[src/sv/torus_bubble_route_select_defines.svh]
// Assertion macros for the torus route select block.
// Used by the top level; no other dependencies.
`ifndef TORUS_BUBBLE_ROUTE_SELECT_DEFINES_SVH
`define TORUS_BUBBLE_ROUTE_SELECT_DEFINES_SVH
`ifndef SYNTHESIS
`define TBRS_ASSERT(label, prop) \
  label: assert property (@(posedge clk_i) disable iff (!rst_ni) prop) \
    else $error("assertion failed");
`define TBRS_ASSERT_NEVER(label, expr) \
  label: assert property (@(posedge clk_i) disable iff (!rst_ni) !(expr)) \
    else $error("forbidden condition");
`else
`define TBRS_ASSERT(label, prop)
`define TBRS_ASSERT_NEVER(label, expr)
`endif
`endif

[src/sv/tbrs_pkg.sv]
// Package for the torus route select block: sizes, command and action codes.
// No dependencies.
package tbrs_pkg;
  localparam int unsigned MaxRing = 16;
  localparam int unsigned QueueCount = 12;

  typedef enum logic [1:0] {
    CMD_PACKET = 2'd0,
    CMD_ACK    = 2'd1,
    CMD_DRAIN  = 2'd2,
    CMD_NONE   = 2'd3
  } cmd_e;

  typedef enum logic [2:0] {
    ACT_ADAPTIVE = 3'd0,
    ACT_ESCAPE   = 3'd1,
    ACT_CONSUMED = 3'd2,
    ACT_CORRUPT  = 3'd3,
    ACT_FULL     = 3'd4,
    ACT_BOOK     = 3'd5
  } action_e;

  typedef enum logic [2:0] {
    REG_RING_X   = 3'd0,
    REG_RING_Y   = 3'd1,
    REG_RING_Z   = 3'd2,
    REG_NODE     = 3'd3,
    REG_ESC_CAP  = 3'd4,
    REG_ADA_CAP  = 3'd5,
    REG_CONS_CAP = 3'd6
  } reg_e;
endpackage

[src/sv/torus_bubble_route_select.sv]
// Routing and credit unit of one 3D torus node, bubble flow control.
// Depends on tbrs_pkg and torus_bubble_route_select_defines.svh.
//
// Usage: one input transaction (cmd plus packet fields) is taken on the
// in channel when in_valid_i and in_ready_o are high; exactly one result
// transaction (action, chosen_queue) follows on the out channel.
// ACK, drain, unknown and corrupt transactions skip the divider and go
// straight to the result state. A packet is decoded by one shared restoring
// divider, one quotient bit a cycle, in six divisions of 12 bits (node and
// destination, three rings each), then passes the direction compare, the
// queue selection and the result register before its result is valid.
// Only one transaction is in flight; in_ready_o is low from accept
// until the result has been taken, so the block takes no new transaction
// before it is through with the last one.
// The result waits in an output register while out_ready_i is low; the
// block then holds and accepts nothing new.
// Reset sets the registers to rings of 4, node 0, escape and adaptive
// capacity 4, consume capacity 8, fills every credit counter to its
// class capacity and empties the consume queue.
// Configuration writes go through the APB port at byte address 4*index.
`include "torus_bubble_route_select_defines.svh"
module torus_bubble_route_select
  import tbrs_pkg::*;
#(
  parameter int unsigned MAX_RING = MaxRing
) (
  input  logic        clk_i,
  input  logic        rst_ni,
  input  logic        psel,
  input  logic        penable,
  input  logic        pwrite,
  input  logic [4:0]  paddr,
  input  logic [31:0] pwdata,
  output logic [31:0] prdata,
  output logic        pready,
  input  logic        in_valid_i,
  output logic        in_ready_o,
  input  logic [1:0]  cmd_i,
  input  logic [11:0] dest_address_i,
  input  logic [3:0]  came_from_queue_i,
  input  logic        injected_i,
  input  logic        bit_error_i,
  input  logic [3:0]  credit_queue_i,
  output logic        out_valid_o,
  input  logic        out_ready_i,
  output logic [2:0]  action_o,
  output logic [3:0]  chosen_queue_o
);
  localparam int unsigned KW = $clog2(MAX_RING + 1);
  localparam int unsigned CW = $clog2(MAX_RING);

  typedef enum logic [2:0] {
    ST_IDLE, ST_DIV, ST_DIR, ST_SEL, ST_OUT
  } state_e;

  // Configuration registers.
  logic [4:0]  ring_q [3];
  logic [11:0] node_q;
  logic [7:0]  esc_cap_q, ada_cap_q, cons_cap_q;
  logic [7:0]  free_q [QueueCount];
  logic [7:0]  occ_q;

  logic        cfg_wr;
  logic [2:0]  cfg_idx;
  assign pready  = 1'b1;
  assign cfg_wr  = psel && penable && pwrite;
  assign cfg_idx = paddr[4:2];

  // Register read back.
  always_comb begin
    prdata = '0;
    case (cfg_idx)
      REG_RING_X:   prdata = {27'd0, ring_q[0]};
      REG_RING_Y:   prdata = {27'd0, ring_q[1]};
      REG_RING_Z:   prdata = {27'd0, ring_q[2]};
      REG_NODE:     prdata = {20'd0, node_q};
      REG_ESC_CAP:  prdata = {24'd0, esc_cap_q};
      REG_ADA_CAP:  prdata = {24'd0, ada_cap_q};
      REG_CONS_CAP: prdata = {24'd0, cons_cap_q};
      default:      prdata = '0;
    endcase
  end

  // Ring sizes clamped into the supported range.
  logic [KW-1:0] ring_k [3];
  always_comb begin
    for (int i = 0; i < 3; i++) begin
      if (ring_q[i] < 5'd2) ring_k[i] = KW'(2);
      else if (32'(ring_q[i]) > MAX_RING) ring_k[i] = KW'(MAX_RING);
      else ring_k[i] = KW'(ring_q[i]);
    end
  end

  // Latched transaction.
  logic [1:0]  cmd_q;
  logic [11:0] dest_q;
  logic [3:0]  from_q, credit_q;
  logic        inj_q;

  // Shared divider state: dividend/quotient shift, partial remainder.
  state_e       state_q;
  logic [11:0]  quo_q;
  logic [KW-1:0] rem_q;
  logic [3:0]   bit_q;
  logic [2:0]   div_q;      // 0..5: node x,y,z then dest x,y,z
  logic [CW-1:0] me_q [3];
  logic [CW-1:0] dst_q [3];
  logic [2:0]   dirs_q [3];
  logic [1:0]   ndir_q;
  logic [2:0]   act_q;
  logic [3:0]   chq_q;
  logic         out_valid_q;

  logic [1:0]   dim;
  logic [KW-1:0] kdiv;
  logic [KW:0]  trial;
  logic         ge;
  assign dim   = (div_q >= 3'd3) ? 2'(div_q - 3'd3) : div_q[1:0];
  assign kdiv  = ring_k[dim];
  assign trial = {rem_q, quo_q[11]};
  assign ge    = trial >= {1'b0, kdiv};

  // Direction per dimension from the decoded coordinates.
  logic [KW:0] hops [3];
  logic [KW:0] dsum [3];
  always_comb begin
    for (int i = 0; i < 3; i++) begin
      dsum[i] = (KW+1)'(ring_k[i]) + (KW+1)'(dst_q[i]) - (KW+1)'(me_q[i]);
      hops[i] = (dsum[i] >= (KW+1)'(ring_k[i])) ? dsum[i] - (KW+1)'(ring_k[i])
                                                 : dsum[i];
    end
  end

  // Adaptive pick and escape check on the latched directions.
  logic [7:0] best_fs;
  logic [3:0] best_q;
  logic [3:0] aq;
  logic [3:0] eq;
  logic       same;
  always_comb begin
    best_fs = '0;
    best_q  = '0;
    aq      = '0;
    for (int i = 0; i < 3; i++) begin
      aq = {dirs_q[i], 1'b1};
      if (2'(i) < ndir_q && free_q[aq] > best_fs) begin
        best_fs = free_q[aq];
        best_q  = aq;
      end
    end
  end
  assign eq   = {dirs_q[0], 1'b0};
  assign same = !inj_q && (from_q == eq);

  assign in_ready_o  = (state_q == ST_IDLE) && !out_valid_q;
  assign out_valid_o = out_valid_q;
  assign action_o    = act_q;
  assign chosen_queue_o = chq_q;

  // Sequencer, divider and credit state.
  always_ff @(posedge clk_i or negedge rst_ni) begin
    if (!rst_ni) begin
      state_q     <= ST_IDLE;
      out_valid_q <= 1'b0;
      ring_q[0] <= 5'd4; ring_q[1] <= 5'd4; ring_q[2] <= 5'd4;
      node_q    <= '0;
      esc_cap_q <= 8'd4; ada_cap_q <= 8'd4; cons_cap_q <= 8'd8;
      for (int q = 0; q < QueueCount; q++) free_q[q] <= 8'd4;
      occ_q  <= '0;
      div_q  <= '0;
      bit_q  <= '0;
      ndir_q <= '0;
    end else begin
      if (out_valid_q && out_ready_i) out_valid_q <= 1'b0;
      if (cfg_wr) begin
        case (cfg_idx)
          REG_RING_X:   ring_q[0] <= pwdata[4:0];
          REG_RING_Y:   ring_q[1] <= pwdata[4:0];
          REG_RING_Z:   ring_q[2] <= pwdata[4:0];
          REG_NODE:     node_q <= pwdata[11:0];
          REG_ESC_CAP: begin
            esc_cap_q <= pwdata[7:0];
            for (int q = 0; q < QueueCount; q += 2) free_q[q] <= pwdata[7:0];
          end
          REG_ADA_CAP: begin
            ada_cap_q <= pwdata[7:0];
            for (int q = 1; q < QueueCount; q += 2) free_q[q] <= pwdata[7:0];
          end
          REG_CONS_CAP: cons_cap_q <= pwdata[7:0];
          default: ;
        endcase
      end
      case (state_q)
        ST_IDLE: begin
          if (in_valid_i && in_ready_o) begin
            cmd_q <= cmd_i; dest_q <= dest_address_i; from_q <= came_from_queue_i;
            inj_q <= injected_i; credit_q <= credit_queue_i;
            chq_q <= '0;
            if (cmd_i == CMD_PACKET && !bit_error_i) begin
              quo_q <= node_q; rem_q <= '0; bit_q <= '0; div_q <= '0;
              state_q <= ST_DIV;
            end else begin
              act_q   <= (cmd_i == CMD_PACKET) ? ACT_CORRUPT : ACT_BOOK;
              state_q <= ST_OUT;
            end
          end
        end
        ST_DIV: begin
          // One quotient bit per cycle.
          if (bit_q == 4'd11) begin
            bit_q <= '0;
            rem_q <= '0;
            if (div_q == 3'd2) quo_q <= dest_q;
            else quo_q <= {quo_q[10:0], ge};
            if (div_q < 3'd3) me_q[dim] <= CW'(ge ? trial - {1'b0, kdiv} : trial);
            else dst_q[dim] <= CW'(ge ? trial - {1'b0, kdiv} : trial);
            div_q <= div_q + 3'd1;
            if (div_q == 3'd5) state_q <= ST_DIR;
          end else begin
            quo_q <= {quo_q[10:0], ge};
            rem_q <= ge ? KW'(trial - {1'b0, kdiv}) : KW'(trial);
            bit_q <= bit_q + 4'd1;
          end
        end
        ST_DIR: begin
          // Collect the differing dimensions in order.
          logic [1:0] n;
          n = '0;
          for (int i = 0; i < 3; i++) begin
            if (hops[i] != '0) begin
              dirs_q[n] <= {2'(i), (hops[i] <= (KW+1)'(ring_k[i] >> 1)) ? 1'b0 : 1'b1};
              n = n + 2'd1;
            end
          end
          ndir_q  <= n;
          state_q <= ST_SEL;
        end
        ST_SEL: begin
          if (ndir_q == '0) begin
            if (occ_q >= cons_cap_q) act_q <= ACT_FULL;
            else begin
              occ_q <= occ_q + 8'd1;
              act_q <= ACT_CONSUMED;
            end
          end else if (best_fs != '0) begin
            free_q[best_q] <= free_q[best_q] - 8'd1;
            act_q <= ACT_ADAPTIVE; chq_q <= best_q;
          end else if (free_q[eq] == '0 || (!same && free_q[eq] < 8'd2)) begin
            act_q <= ACT_FULL;
          end else begin
            free_q[eq] <= free_q[eq] - 8'd1;
            act_q <= ACT_ESCAPE; chq_q <= eq;
          end
          state_q <= ST_OUT;
        end
        ST_OUT: begin
          if (cmd_q == CMD_ACK && credit_q < 4'(QueueCount)) begin
            if (free_q[credit_q] < (credit_q[0] ? ada_cap_q : esc_cap_q))
              free_q[credit_q] <= free_q[credit_q] + 8'd1;
          end else if (cmd_q == CMD_DRAIN && occ_q != '0) begin
            occ_q <= occ_q - 8'd1;
          end
          out_valid_q <= 1'b1;
          state_q     <= ST_IDLE;
        end
        default: state_q <= ST_IDLE;
      endcase
    end
  end

  // Checks on the sequencer.
  `TBRS_ASSERT(a_one_in_flight, (in_valid_i && in_ready_o) |=> !in_ready_o)
  `TBRS_ASSERT(a_out_after_done, (state_q == ST_OUT) |=> out_valid_o)
  `TBRS_ASSERT_NEVER(a_no_busy_valid, out_valid_o && state_q != ST_IDLE)
  `TBRS_ASSERT(a_chosen_zero,
    (out_valid_o && action_o != ACT_ADAPTIVE && action_o != ACT_ESCAPE)
    |-> (chosen_queue_o == 4'd0))
endmodule

[config.mk]
export PLATFORM = sky130hd
export DESIGN_NAME = torus_bubble_route_select
export DESIGN_NICKNAME = d
export VERILOG_FILES = /design/src/sv/tbrs_pkg.sv /design/src/sv/torus_bubble_route_select.sv
export VERILOG_INCLUDE_DIRS = /design/src /design/src/sv
export SDC_FILE = /design/constraint.sdc
export NUM_CORES = 1
export LEC_CHECK = 0
export BUFFER_PORTS_ARGS = -buffer_cell sky130_fd_sc_hd__buf_2
export CAP_MARGIN = 20
export CELL_PAD_IN_SITES_DETAIL_PLACEMENT = 1
export CELL_PAD_IN_SITES_GLOBAL_PLACEMENT = 2
export CORE_ASPECT_RATIO = 0.9
export CORE_MARGIN = 4
export CORE_UTILIZATION = 35
export CTS_CLUSTER_SIZE = 40
export DETAILED_ROUTE_END_ITERATION = 7
export GPL_TIMING_DRIVEN = 0
export PLACE_DENSITY = 0.81
export RECOVER_POWER = 100
export SLEW_MARGIN = 10
export SYNTH_ARGS = -nofsm -noshare
export SYNTH_HDL_FRONTEND = slang
export SYNTH_SLANG_ARGS = --single-unit
[constraint.sdc]
create_clock -name clk_i -period 7 [get_ports clk_i]
set_input_delay 1.75 -clock clk_i [delete_from_list [all_inputs] [get_ports clk_i]]
set_output_delay 1.75 -clock clk_i [all_outputs]
set_load 0.03 [all_outputs]
==> impl_metrics.env, run 1 <==
export IMPL_cts_buffers=30
export IMPL_syn_area_per_cell_um2=9.53
export IMPL_worstPathRequired_ns=7.49
export IMPL_mapped_cell_area_um2=19900
export IMPL_post_synth_top_area_fraction_pct=18.8
export IMPL_die_area_um2=60900
export IMPL_globalRouteOverflowTotal=0
export IMPL_share_of_post_route_cells_with_drive_strength_above_1_pct=15.2
export IMPL_grt_use_total_pct=27.7
export IMPL_worstPathArrival_ns=7.17
export IMPL_cellLeakagePower_uw=0.00943
export IMPL_clock_tree_root_cell="clkbuf_16"
export IMPL_detailed_routing_iteration_count_for_the_pre_antenna_repair_pass=5
export IMPL_h_tree_depth=1
export IMPL_hold_buffers=0
export IMPL_synth_edf_count=74
export IMPL_clkLatencyLatePin_ns=0.61
export IMPL_ys_async_sr_fraction_pct=68.3
export IMPL_area_growth_synth_to_finish_pct=12.9
export IMPL_worst_slew_pin_slew_ns=1.64
export IMPL_maximum_number_of_pins_on_one_net_before_global_route_repair=92
export IMPL_grt_pass1_vias=19300
export IMPL_synth_warnings=0
export IMPL_area_sequential_um2=6530
export IMPL_max_cap_viol=2
export IMPL_timing_final_crit_period_ns=6.68
export IMPL_detail_route_antenna_nets=0
export IMPL_final_layout_fill_cell_count=6494
export IMPL_setup_violations=0
export IMPL_vias_per_cell=6.22
export IMPL_outcome="complete, but fails checks"
export IMPL_setup_worst_path_end_class="register"
export IMPL_multi_input_comb_area_um2=12400
export IMPL_crit_top_cell="clkbuf_2"
export IMPL_clock_fmax_mhz=150
export IMPL_synthCells=2092
export IMPL_slowest_delay_ns=1.19
export IMPL_slew_viol_final=29
export IMPL_dr_first_iter_drc_count=1793
export IMPL_design_final_nets=2400
export IMPL_worst_path_max_delay_cell="nor4_2"
export IMPL_path_cells="clkbuf_2 -> clkbuf_2 -> clkbuf_2 -> clkbuf_2 -> clkbuf_1 -> mux2i_1 -> ha_1 -> a21o_1 -> a21o_1 -> a2111oi_0 -> o21ai_1 -> or2_1 -> clkbuf_1 -> nor4_2 -> mux2i_1 -> a221o_1"
export IMPL_mostFrequentLayoutCell="a21oi_1"
export IMPL_tritoncts="built"
export IMPL_cts_reportedPaths_clkPinSlew_ns=0.07
export IMPL_p_total_uw=6370
export IMPL_synth_seq_cells=246
export IMPL_worst_path_max_fanout=10
export IMPL_highest_count_cells_in_the_layout_ignoring_fill_and_taps="a21oi_1, mux2i_1, nand2_1"
export IMPL_std_cell_rows=82
export IMPL_yosys_cell_types_count=103
export IMPL_dp_hpwl_um=64500
export IMPL_vias=18700
export IMPL_setup_worst_path_start_class="register"
export IMPL_timing_slew_headroom_pct=-9.36
export IMPL_hold_path_class="reg2reg"
export IMPL_drt_wl_total_um=85200
export IMPL_ios=110
export IMPL_synth_largest_area_cell="dfrtp_1"
export IMPL_yosys_top_cells_area="dfrtp_1, edfxtp_1, mux2i_1"
export IMPL_finish_utilization_pct=40.2
export IMPL_grt_antenna_before_repair=5
export IMPL_failing_checks="max-capacitance violations, max-slew violations"
export IMPL_synth_seq_area_share_pct=32.7
export IMPL_clock_skew_ns=0.0291
export IMPL_routabilityCongestion=1.00
export IMPL_rsz_0062_raised_after_global_routing="no"
export IMPL_die_h_um=234
export IMPL_area_of_the_core_um2=56000
export IMPL_ys_dominant_reg_cell="dfrtp_1"
export IMPL_buffer_ports_inserted=64
export IMPL_vdd_ir_drop_worst_mv=0.204
export IMPL_critical_path_class="reg2reg"
export IMPL_cts_max_path_buffers=3
export IMPL_areal_power_density_over_the_cells_nw_per_um2=283
export IMPL_clock_sink_count=246
export IMPL_drt_wirelength_per_cell_um=28.4
export IMPL_final_period_utilization_pct=95.4
export IMPL_remaining_drc_errors=0
export IMPL_effective_utilization_at_floorplan_pct=35.6
export IMPL_wire_length_of_the_first_global_routing_pass_um=127000
export IMPL_floorplan_die_width_um=260
export IMPL_hold_viol=0
## registers in the layout (all words and copies together) (netlist names), 4 cells and up
signal,count
free_q,96
ring_q,15
dest_q,12
dst_q,12
me_q,12
node_q,12
quo_q,12
ada_cap_q,8
cons_cap_q,8
esc_cap_q,8
occ_q,8
dirs_q,7
rem_q,5
bit_q,4
chosen_queue_o,4
credit_q,4
from_q,4
## power by group
group	internal, uW	leakage, uW	switching, uW	total, uW
clock network	987	0.000506	700	1690
registers	1760	0.00275	439	2200
logic	1050	0.00617	1430	2480
## routing by layer
layer	share of wire, %	up-vias	global-route usage [%]
met5	0.042	-	0
met4	3.9	6	9.51
met3	9.5	218	7.42
met2	44	840	43.0
met1	43	9555	37.5
li1	-	8051	-
## cell type report
cell class | count | area share (%)
clock buffers | 45 | 3.94
diodes | 3 | 0.0333
repair buffers | 77 | 1.88
well taps | 756 | 4.20
clock inverters | 11 | 0.672
flip-flops and latches | 246 | 29.0
plain buffers | 151 | 3.37
inverters | 102 | 1.70
multi-input cells | 1610 | 55.2
## critical path: cells and delay by family, from the launching register on
kind / cells / cell delay [ns]
adders and majority gates: 1 / 0.27
AOI/OAI and AO/OA: 5 / 1.54
muxes: 2 / 0.52
and+or+nand+nor: 2 / 1.51
buffers and inverters: 6 / 2.37
DFF: 1 / 0.32
## kinds of logic after synthesis
| kind of cell | after synthesis | synth area share [%] |
|---|---|---|
| AOI/OAI and AO/OA | 611 | 20.4 |
| xor gates and xnor gates | 53 | 2.40 |
| muxes | 298 | 18.0 |
| adders and majority gates | 114 | 7.79 |
| DFF | 246 | 32.7 |
| buffers and inverters | 255 | 5.77 |
| other | 2 | 0.0377 |
| and+or+nand+nor | 513 | 12.9 |
## what timing repair did
action	in CTS	in global routing
gates resized for setup	12	21
pin swaps	1	4
endpoints found under the setup margin	48	49
buffers inserted	1	6
## Yosys cell counts (19+ instances only)
cell type / instances
nand2b_1: 19
xnor2_1: 36
mux2i_1: 181
o221ai_1: 59
nand2_1: 167
ha_1: 97
clkbuf_1: 93
edfxtp_1: 74
nand3_1: 48
mux4_2: 38
o21ai_0: 114
nor2_1: 121
a21o_1: 46
and2_1: 26
a22oi_1: 26
a21oi_1: 192
mux2_2: 71
dfrtp_1: 150
buf_4: 29
inv_1: 99
## final timing paths
path | from | end | slack [ns] | cells after the start
hold / removal | bit_q[2] | bit_q[2] | 0.51 | 1
min in group asynchronous | rst_ni | occ_q[0] | 1.19 | 1
max in group asynchronous | rst_ni | free_q[82] | 4.85 | 2
setup reg to reg | credit_q[0] | free_q[91] | 0.32 | 16
setup / recovery | credit_q[0] | free_q[91] | 0.32 | 16
hold reg to reg | bit_q[2] | bit_q[2] | 0.51 | 1
## metrics by stage
stage               setup TNS, ns  hold slack, ns  cells  setup WS [ns]  instance area, um^2
floorplan                       0           0.463   2111           1.05                20000
global placement           -58.18           0.482   2931          -1.30                21300
detailed placement         -22.59           0.502   2936         -0.877                21400
CTS                             0           0.518   2991         0.0550                22500
global route                    0           0.530   2998         0.0125                22500
finish                          0           0.512   3001          0.321                22500
Power figures use the tool's default switching activity.
==> run 2, diff against run 1 <==
Settings changed: CORE_ASPECT_RATIO 0.9 to 0.8.
==> run 2 against run 1 <==
Net effect: the flow still finishes with violations (max-capacitance violations, max-slew violations); routed wire length increased by 1.5%; die area about the same; power down 2.2%; worst hold slack worse by 0.0030 ns; clock power decreased by 9%; non-clock buffer count shrank 1; critical path type unchanged; largest cell class unchanged; largest power group unchanged.
==> impl_metrics.env, run 2 (synthesis gave the netlist of run 1 again) <==
export IMPL_die_h_um=222
export IMPL_routabilityCongestion=1.00
export IMPL_hold_path_class="reg2reg"
export IMPL_cellLeakagePower_uw=0.00938
export IMPL_grt_antenna_before_repair=3
export IMPL_cts_reportedPaths_clkPinSlew_ns=0.06
export IMPL_postLayoutSetupSlackWorst_ns=0.136
export IMPL_detail_route_antenna_nets=0
export IMPL_worst_slew_pin_slew_ns=1.65
export IMPL_tritoncts="built"
export IMPL_flip_flop_count_of_the_largest_register_after_layout=96
export IMPL_area_of_the_core_um2=55800
export IMPL_finish_utilization_pct=40.2
export IMPL_clock_tree_root_cell="clkbuf_16"
export IMPL_cts_max_path_buffers=3
export IMPL_grt_use_total_pct=27.8
export IMPL_worst_path_max_fanout=10
export IMPL_worstPathRequired_ns=7.45
export IMPL_slowest_delay_ns=0.74
export IMPL_highest_count_cells_in_the_layout_ignoring_fill_and_taps="a21oi_1, mux2i_1, nand2_1"
export IMPL_path_cells="mux2i_1 -> o221ai_2 -> nand2_1 -> ha_1 -> a211oi_2 -> nor2_1 -> nor2_2 -> a211oi_4 -> clkbuf_2 -> nor2_1 -> a21oi_1 -> ha_1 -> a211oi_1 -> o21bai_1 -> o21a_1 -> clkbuf_2 -> o21a_1 -> clkbuf_1 -> nor2_1 -> nand3_1 -> nand2_1 -> a2bb2oi_1 -> nand3_1"
export IMPL_design_final_nets=2398
export IMPL_max_cap_viol=2
export IMPL_timing_hold_worst_endpoint="ada_cap_q[0]"
export IMPL_std_cell_rows=77
export IMPL_die_area_um2=60900
export IMPL_min_delay_path_depth=1
export IMPL_h_tree_depth=1
export IMPL_top_regs="free_q x96, ring_q x15"
export IMPL_share_of_post_route_cells_with_drive_strength_above_1_pct=15.3
export IMPL_area_sequential_um2=6530
export IMPL_multi_input_comb_area_um2=12400
export IMPL_maximum_number_of_pins_on_one_net_before_global_route_repair=93
export IMPL_grt_pass1_vias=19100
export IMPL_vdd_ir_drop_worst_mv=0.208
export IMPL_worst_path_max_delay_cell="nor2_1"
export IMPL_setup_violations=0
export IMPL_regToRegSetupSlack_ns=0.14
export IMPL_vias_per_cell=6.29
export IMPL_floorplan_die_width_um=275
export IMPL_power_net_switching_uw=2560
export IMPL_critical_path_class="reg2reg"
export IMPL_r2r_worst_path_cells=23
export IMPL_intPower_uw=3670
export IMPL_clock_sink_count=246
export IMPL_cts_buffers=29
export IMPL_launch_point_of_the_worst_hold_path="ada_cap_q[0]"
export IMPL_setup_worst_path_start_class="register"
export IMPL_clock_fmax_mhz=146
export IMPL_combPwrFrac_pct=39.7
export IMPL_mostFrequentLayoutCell="a21oi_1"
export IMPL_effective_utilization_at_floorplan_pct=35.8
export IMPL_buffer_ports_inserted=64
export IMPL_remaining_drc_errors=0
export IMPL_vias=18800
export IMPL_globalRouteOverflowTotal=0
export IMPL_clkLatencyLatePin_ns=0.59
export IMPL_outcome="complete, but fails checks"
export IMPL_clock_skew_ns=0.0323
export IMPL_largest_register="free_q"
export IMPL_timing_final_crit_period_ns=6.86
export IMPL_detailed_routing_iteration_count_for_the_pre_antenna_repair_pass=6
export IMPL_power_switching_share_pct=41.1
export IMPL_wire_length_of_the_first_global_routing_pass_um=128000
export IMPL_reg2reg_to="free_q[69]"
export IMPL_clock_power_share_pct=24.7
export IMPL_worstPathArrival_ns=7.32
export IMPL_final_period_utilization_pct=98.1
export IMPL_drt_wl_total_um=86500
export IMPL_areal_power_density_over_the_cells_nw_per_um2=278
export IMPL_setup_worst_path_end_class="register"
export IMPL_hold_viol=0
export IMPL_final_layout_fill_cell_count=6425
export IMPL_timing_slew_headroom_pct=-10.9
export IMPL_area_growth_synth_to_finish_pct=12.4
export IMPL_dp_hpwl_um=66200
export IMPL_crit_top_cell="nor2_1"
export IMPL_ios=110
export IMPL_dr_first_iter_drc_count=1862
export IMPL_drt_wirelength_per_cell_um=28.9
export IMPL_sequentialPowerShare_pct=35.6
export IMPL_failing_checks="max-capacitance violations, max-slew violations"
export IMPL_r2r_start="free_q[5]"
export IMPL_dp_worst_setup_slack_ns=-1.21
export IMPL_slew_viol_final=19
run 2: worst max-delay path by stage:
stage	startpoint	end	slack [ns]	depth (start not counted)
after floorplan	dirs_q[1][0]	free_q[22]	1.05	26
after global placement	rst_ni	cmd_q[0]	-1.30	3
after detailed placement	dirs_q[1][1]	free_q[22]	-1.21	25
after CTS	dirs_q[1][0]	free_q[38]	0.01	28
after global routing	dirs_q[1][0]	free_q[22]	-0.02	28
final	free_q[5]	free_q[69]	0.14	23
run 2: power by group through the flow:
| stage | registers [uW] | logic [uW] | clock network (uW) |
|---|---|---|---|
| final | 2220 | 2470 | 1540 |
| after global routing | 2200 | 2750 | 1610 |
| after CTS | 2160 | 2450 | 1550 |
| after detailed placement | 2190 | 2410 | 0 |
| after global placement | 2180 | 2270 | 0 |
| after floorplan | 1920 | 1780 | 0 |
run 2: worst max-delay path, delay by kind of cell, from the launching register on:
| family | cells | cell delay, ns |
|---|---|---|
| flops | 1 | 0.73 |
| fa+ha+maj | 2 | 0.69 |
| simple gates | 8 | 2.31 |
| buf+inv | 3 | 0.71 |
| mux | 1 | 0.19 |
| compound gates | 9 | 2.05 |
run 2: layout make-up:
cell class | count | area share, %
antenna | 4 | 0.0447
buffer | 152 | 3.42
clock buffer | 41 | 3.53
clock inverter | 13 | 0.536
inverter | 102 | 1.73
multi-input combinational | 1610 | 55.6
sequential | 246 | 29.1
tap | 750 | 4.19
timing repair buffer | 75 | 1.86
run 2: layer usage:
metal  track usage, %  routed length [um]  up-vias
li1                 -                   -     8034
met1             41.1               38900     9694
met2             39.7               35700      923
met3             8.44                9340      159
met4             6.61                2480        4
met5                0                 101        -
run 2: what timing repair did:
| item | in CTS | in global routing |
|---|---|---|
| setup buffers | 3 | 3 |
| setup endpoints to repair | 48 | 35 |
| pin swaps | 4 | 2 |
| gates resized for setup | 23 | 14 |
| hold buffers | 0 | 0 |
run 2: through the flow:
| step | setup TNS [ns] | cell area (um^2) | instances | hold WS [ns] | total power (uW) |
|---|---|---|---|---|---|
| floorplan | 0 | 20000 | 2111 | 0.463 | 3710 |
| global placement | -65.72 | 21300 | 2925 | 0.481 | 4450 |
| detailed placement | -30.47 | 21400 | 2930 | 0.494 | 4600 |
| CTS | 0 | 22400 | 2986 | 0.507 | 6170 |
| global route | -0.0567 | 22400 | 2989 | 0.534 | 6560 |
| finish | 0 | 22400 | 2993 | 0.509 | 6230 |
==> run 3, diff against run 2 <==
Settings changed: CORE_UTILIZATION 35 to 41, PLACE_DENSITY 0.81 to 0.92.
==> run 3 against run 2 <==
Net effect: the run still ends with max-capacitance violations, max-slew violations left; maximum frequency is 1.2% higher; die area is 14% lower; non-clock buffer count decreased by 1; power grew 1.4%; design area shrank 0.41%; critical path type unchanged; highest routed layer is now met4.
==> impl_metrics.env, run 3 (synthesis gave the netlist of run 1 again) <==
export IMPL_grt_antenna_before_repair=5
export IMPL_areal_power_density_over_the_cells_nw_per_um2=283
export IMPL_clock_sink_count=246
export IMPL_cellLeakagePower_uw=0.00942
export IMPL_maximum_number_of_pins_on_one_net_before_global_route_repair=108
export IMPL_reg2reg_to="free_q[87]"
export IMPL_share_of_post_route_cells_with_drive_strength_above_1_pct=15.3
export IMPL_vdd_ir_drop_worst_mv=0.224
export IMPL_max_cap_viol=2
export IMPL_drt_wirelength_per_cell_um=30.0
export IMPL_detail_route_antenna_nets=0
export IMPL_drt_wl_total_um=85900
export IMPL_clock_tree_root_cell="clkbuf_16"
export IMPL_die_area_um2=52300
export IMPL_setup_worst_path_start_class="register"
export IMPL_top_layer="met4"
export IMPL_final_period_utilization_pct=96.9
export IMPL_worstPathRequired_ns=7.47
export IMPL_dr_first_iter_drc_count=2169
export IMPL_std_cell_rows=71
export IMPL_detailed_routing_iteration_count_for_the_pre_antenna_repair_pass=6
export IMPL_p_total_uw=6320
export IMPL_grt_use_total_pct=32.1
export IMPL_hold_viol=0
export IMPL_cp_endpoint="free_q[87]"
export IMPL_vias=19100
export IMPL_area_of_the_core_um2=47500
export IMPL_wire_length_of_the_first_global_routing_pass_um=126000
export IMPL_effective_utilization_at_floorplan_pct=42.0
export IMPL_flip_flop_count_of_the_largest_register_after_layout=96
export IMPL_cts_buffers=29
export IMPL_drt_met1_wl_um=36400
export IMPL_highest_count_cells_in_the_layout_ignoring_fill_and_taps="a21oi_1, mux2i_1, nand2_1"
export IMPL_fin_cells=2862
export IMPL_area_growth_synth_to_finish_pct=11.9
export IMPL_dp_worst_setup_slack_ns=-0.998
export IMPL_dp_hpwl_um=64900
export IMPL_cts_reportedPaths_clkPinSlew_ns=0.07
export IMPL_tritoncts="built"
export IMPL_buffer_ports_inserted=64
export IMPL_outcome="complete, but fails checks"
export IMPL_post_place_cells=2801
export IMPL_timing_slew_headroom_pct=-177
export IMPL_postLayoutSetupSlackWorst_ns=0.218
export IMPL_setup_worst_path_end_class="register"
export IMPL_cts_max_path_buffers=3
export IMPL_clock_skew_ns=0.0234
export IMPL_finalSetupTns_ns=0
export IMPL_hold_buffers=0
export IMPL_worst_slew_pin_slew_ns=4.16
export IMPL_globalRouteOverflowTotal=0
export IMPL_regToRegSetupSlack_ns=0.22
export IMPL_mostFrequentLayoutCell="a21oi_1"
export IMPL_critical_path_class="reg2reg"
export IMPL_failing_checks="max-capacitance violations, max-slew violations"
export IMPL_setup_violations=0
export IMPL_die_h_um=205
export IMPL_worst_path_max_fanout=10
export IMPL_startpoint="free_q[21]"
export IMPL_floorplan_die_width_um=255
export IMPL_worstPathArrival_ns=7.25
export IMPL_ios=110
export IMPL_r2r_worst_path_cells=25
export IMPL_grt_pass1_vias=19400
export IMPL_largest_register="free_q"
export IMPL_vias_per_cell=6.67
export IMPL_slew_viol_final=76
export IMPL_finish_utilization_pct=47.0
export IMPL_routabilityCongestion=1.05
export IMPL_dr_wl_met3_um=10300
export IMPL_design_final_nets=2397
export IMPL_clock_fmax_mhz=147
export IMPL_h_tree_depth=1
export IMPL_r2r_start="free_q[21]"
export IMPL_rsz_0062_raised_after_global_routing="no"
export IMPL_timing_final_crit_period_ns=6.78
export IMPL_top_regs="free_q x96, ring_q x15"
export IMPL_remaining_drc_errors=0
export IMPL_met2RoutedLength_um=36100
export IMPL_clkLatencyLatePin_ns=0.61
export IMPL_hold_path_class="reg2reg"
[run 3: changes by cell type in the layout (fill, tap and decap cells not counted), sizes merged]
cell and delta:
buf -6, clkinvlp -1, clkinv -2, inv +1, clkbuf +7
[run 3: final cells by class]
cell class / instances / area (um^2)
Fill cell: 5448 / 25200
Multi-Input combinational cell: 1610 / 12500
Sequential cell: 246 / 6530
Clock buffer: 43 / 843
Tap cell: 620 / 776
Buffer: 151 / 762
Timing Repair Buffer: 75 / 427
Inverter: 102 / 383
Clock inverter: 11 / 131
Antenna cell: 4 / 10.0
[run 3: critical path, cell delays in order (launching register included)]
cell	delay (ns)
dfrtp_1	0.76
mux2i_1	0.19
o221ai_2	0.35
nand2_1	0.16
ha_1	0.37
a211oi_2	0.28
nor2_1	0.09
nor2_2	0.17
a211oi_4	0.09
clkbuf_2	0.20
nor2_1	0.13
a21oi_1	0.07
ha_1	0.34
a211oi_1	0.29
o21bai_2	0.15
o21ai_4	0.30
nand2_1	0.27
nor2_4	0.35
o22ai_1	0.13
a21boi_0	0.16
o211ai_1	0.38
clkinv_1	0.20
clkbuf_2	0.24
and4_4	0.22
a311oi_4	0.58
o21ai_1	0.14
[run 3: worst min path at each step]
stage	start	to	cells after the start	slack, ns
3_3_place_gp	bit_q[2]	bit_q[2]	1	0.48
3_5_place_dp	ada_cap_q[3]	ada_cap_q[3]	1	0.50
2_1_floorplan	bit_q[2]	bit_q[2]	1	0.46
5_1_grt	esc_cap_q[7]	esc_cap_q[7]	1	0.53
6_report	esc_cap_q[3]	esc_cap_q[3]	1	0.50
4_1_cts	ada_cap_q[3]	ada_cap_q[3]	1	0.51
[run 3: report_power, final]
group          total, uW  switching (uW)  internal [uW]
registers           2210             448           1760
logic               2490            1440           1050
clock network       1620             706            915
[run 3: through the flow]
| stage | hold WS (ns) | area (um^2) |
|---|---|---|
| finish | 0.505 | 22300 |
| global route | 0.529 | 22300 |
| CTS | 0.509 | 22300 |
| detailed placement | 0.496 | 21200 |
| global placement | 0.480 | 21100 |
| floorplan | 0.463 | 20000 |
[run 3: per-layer routing]
| layer | track usage, % | vias up |
|---|---|---|
| li1 | - | 8051 |
| met1 | 45.0 | 9695 |
| met2 | 47.3 | 1122 |
| met3 | 10.4 | 232 |
| met4 | 9.99 | 0 |
| met5 | 0 | - |
[run 3: repair_timing]
action                     CTS  global route
gates resized for setup     18            16
pin swaps                    3             1
setup buffers                3             2
setup endpoints to repair   47            44
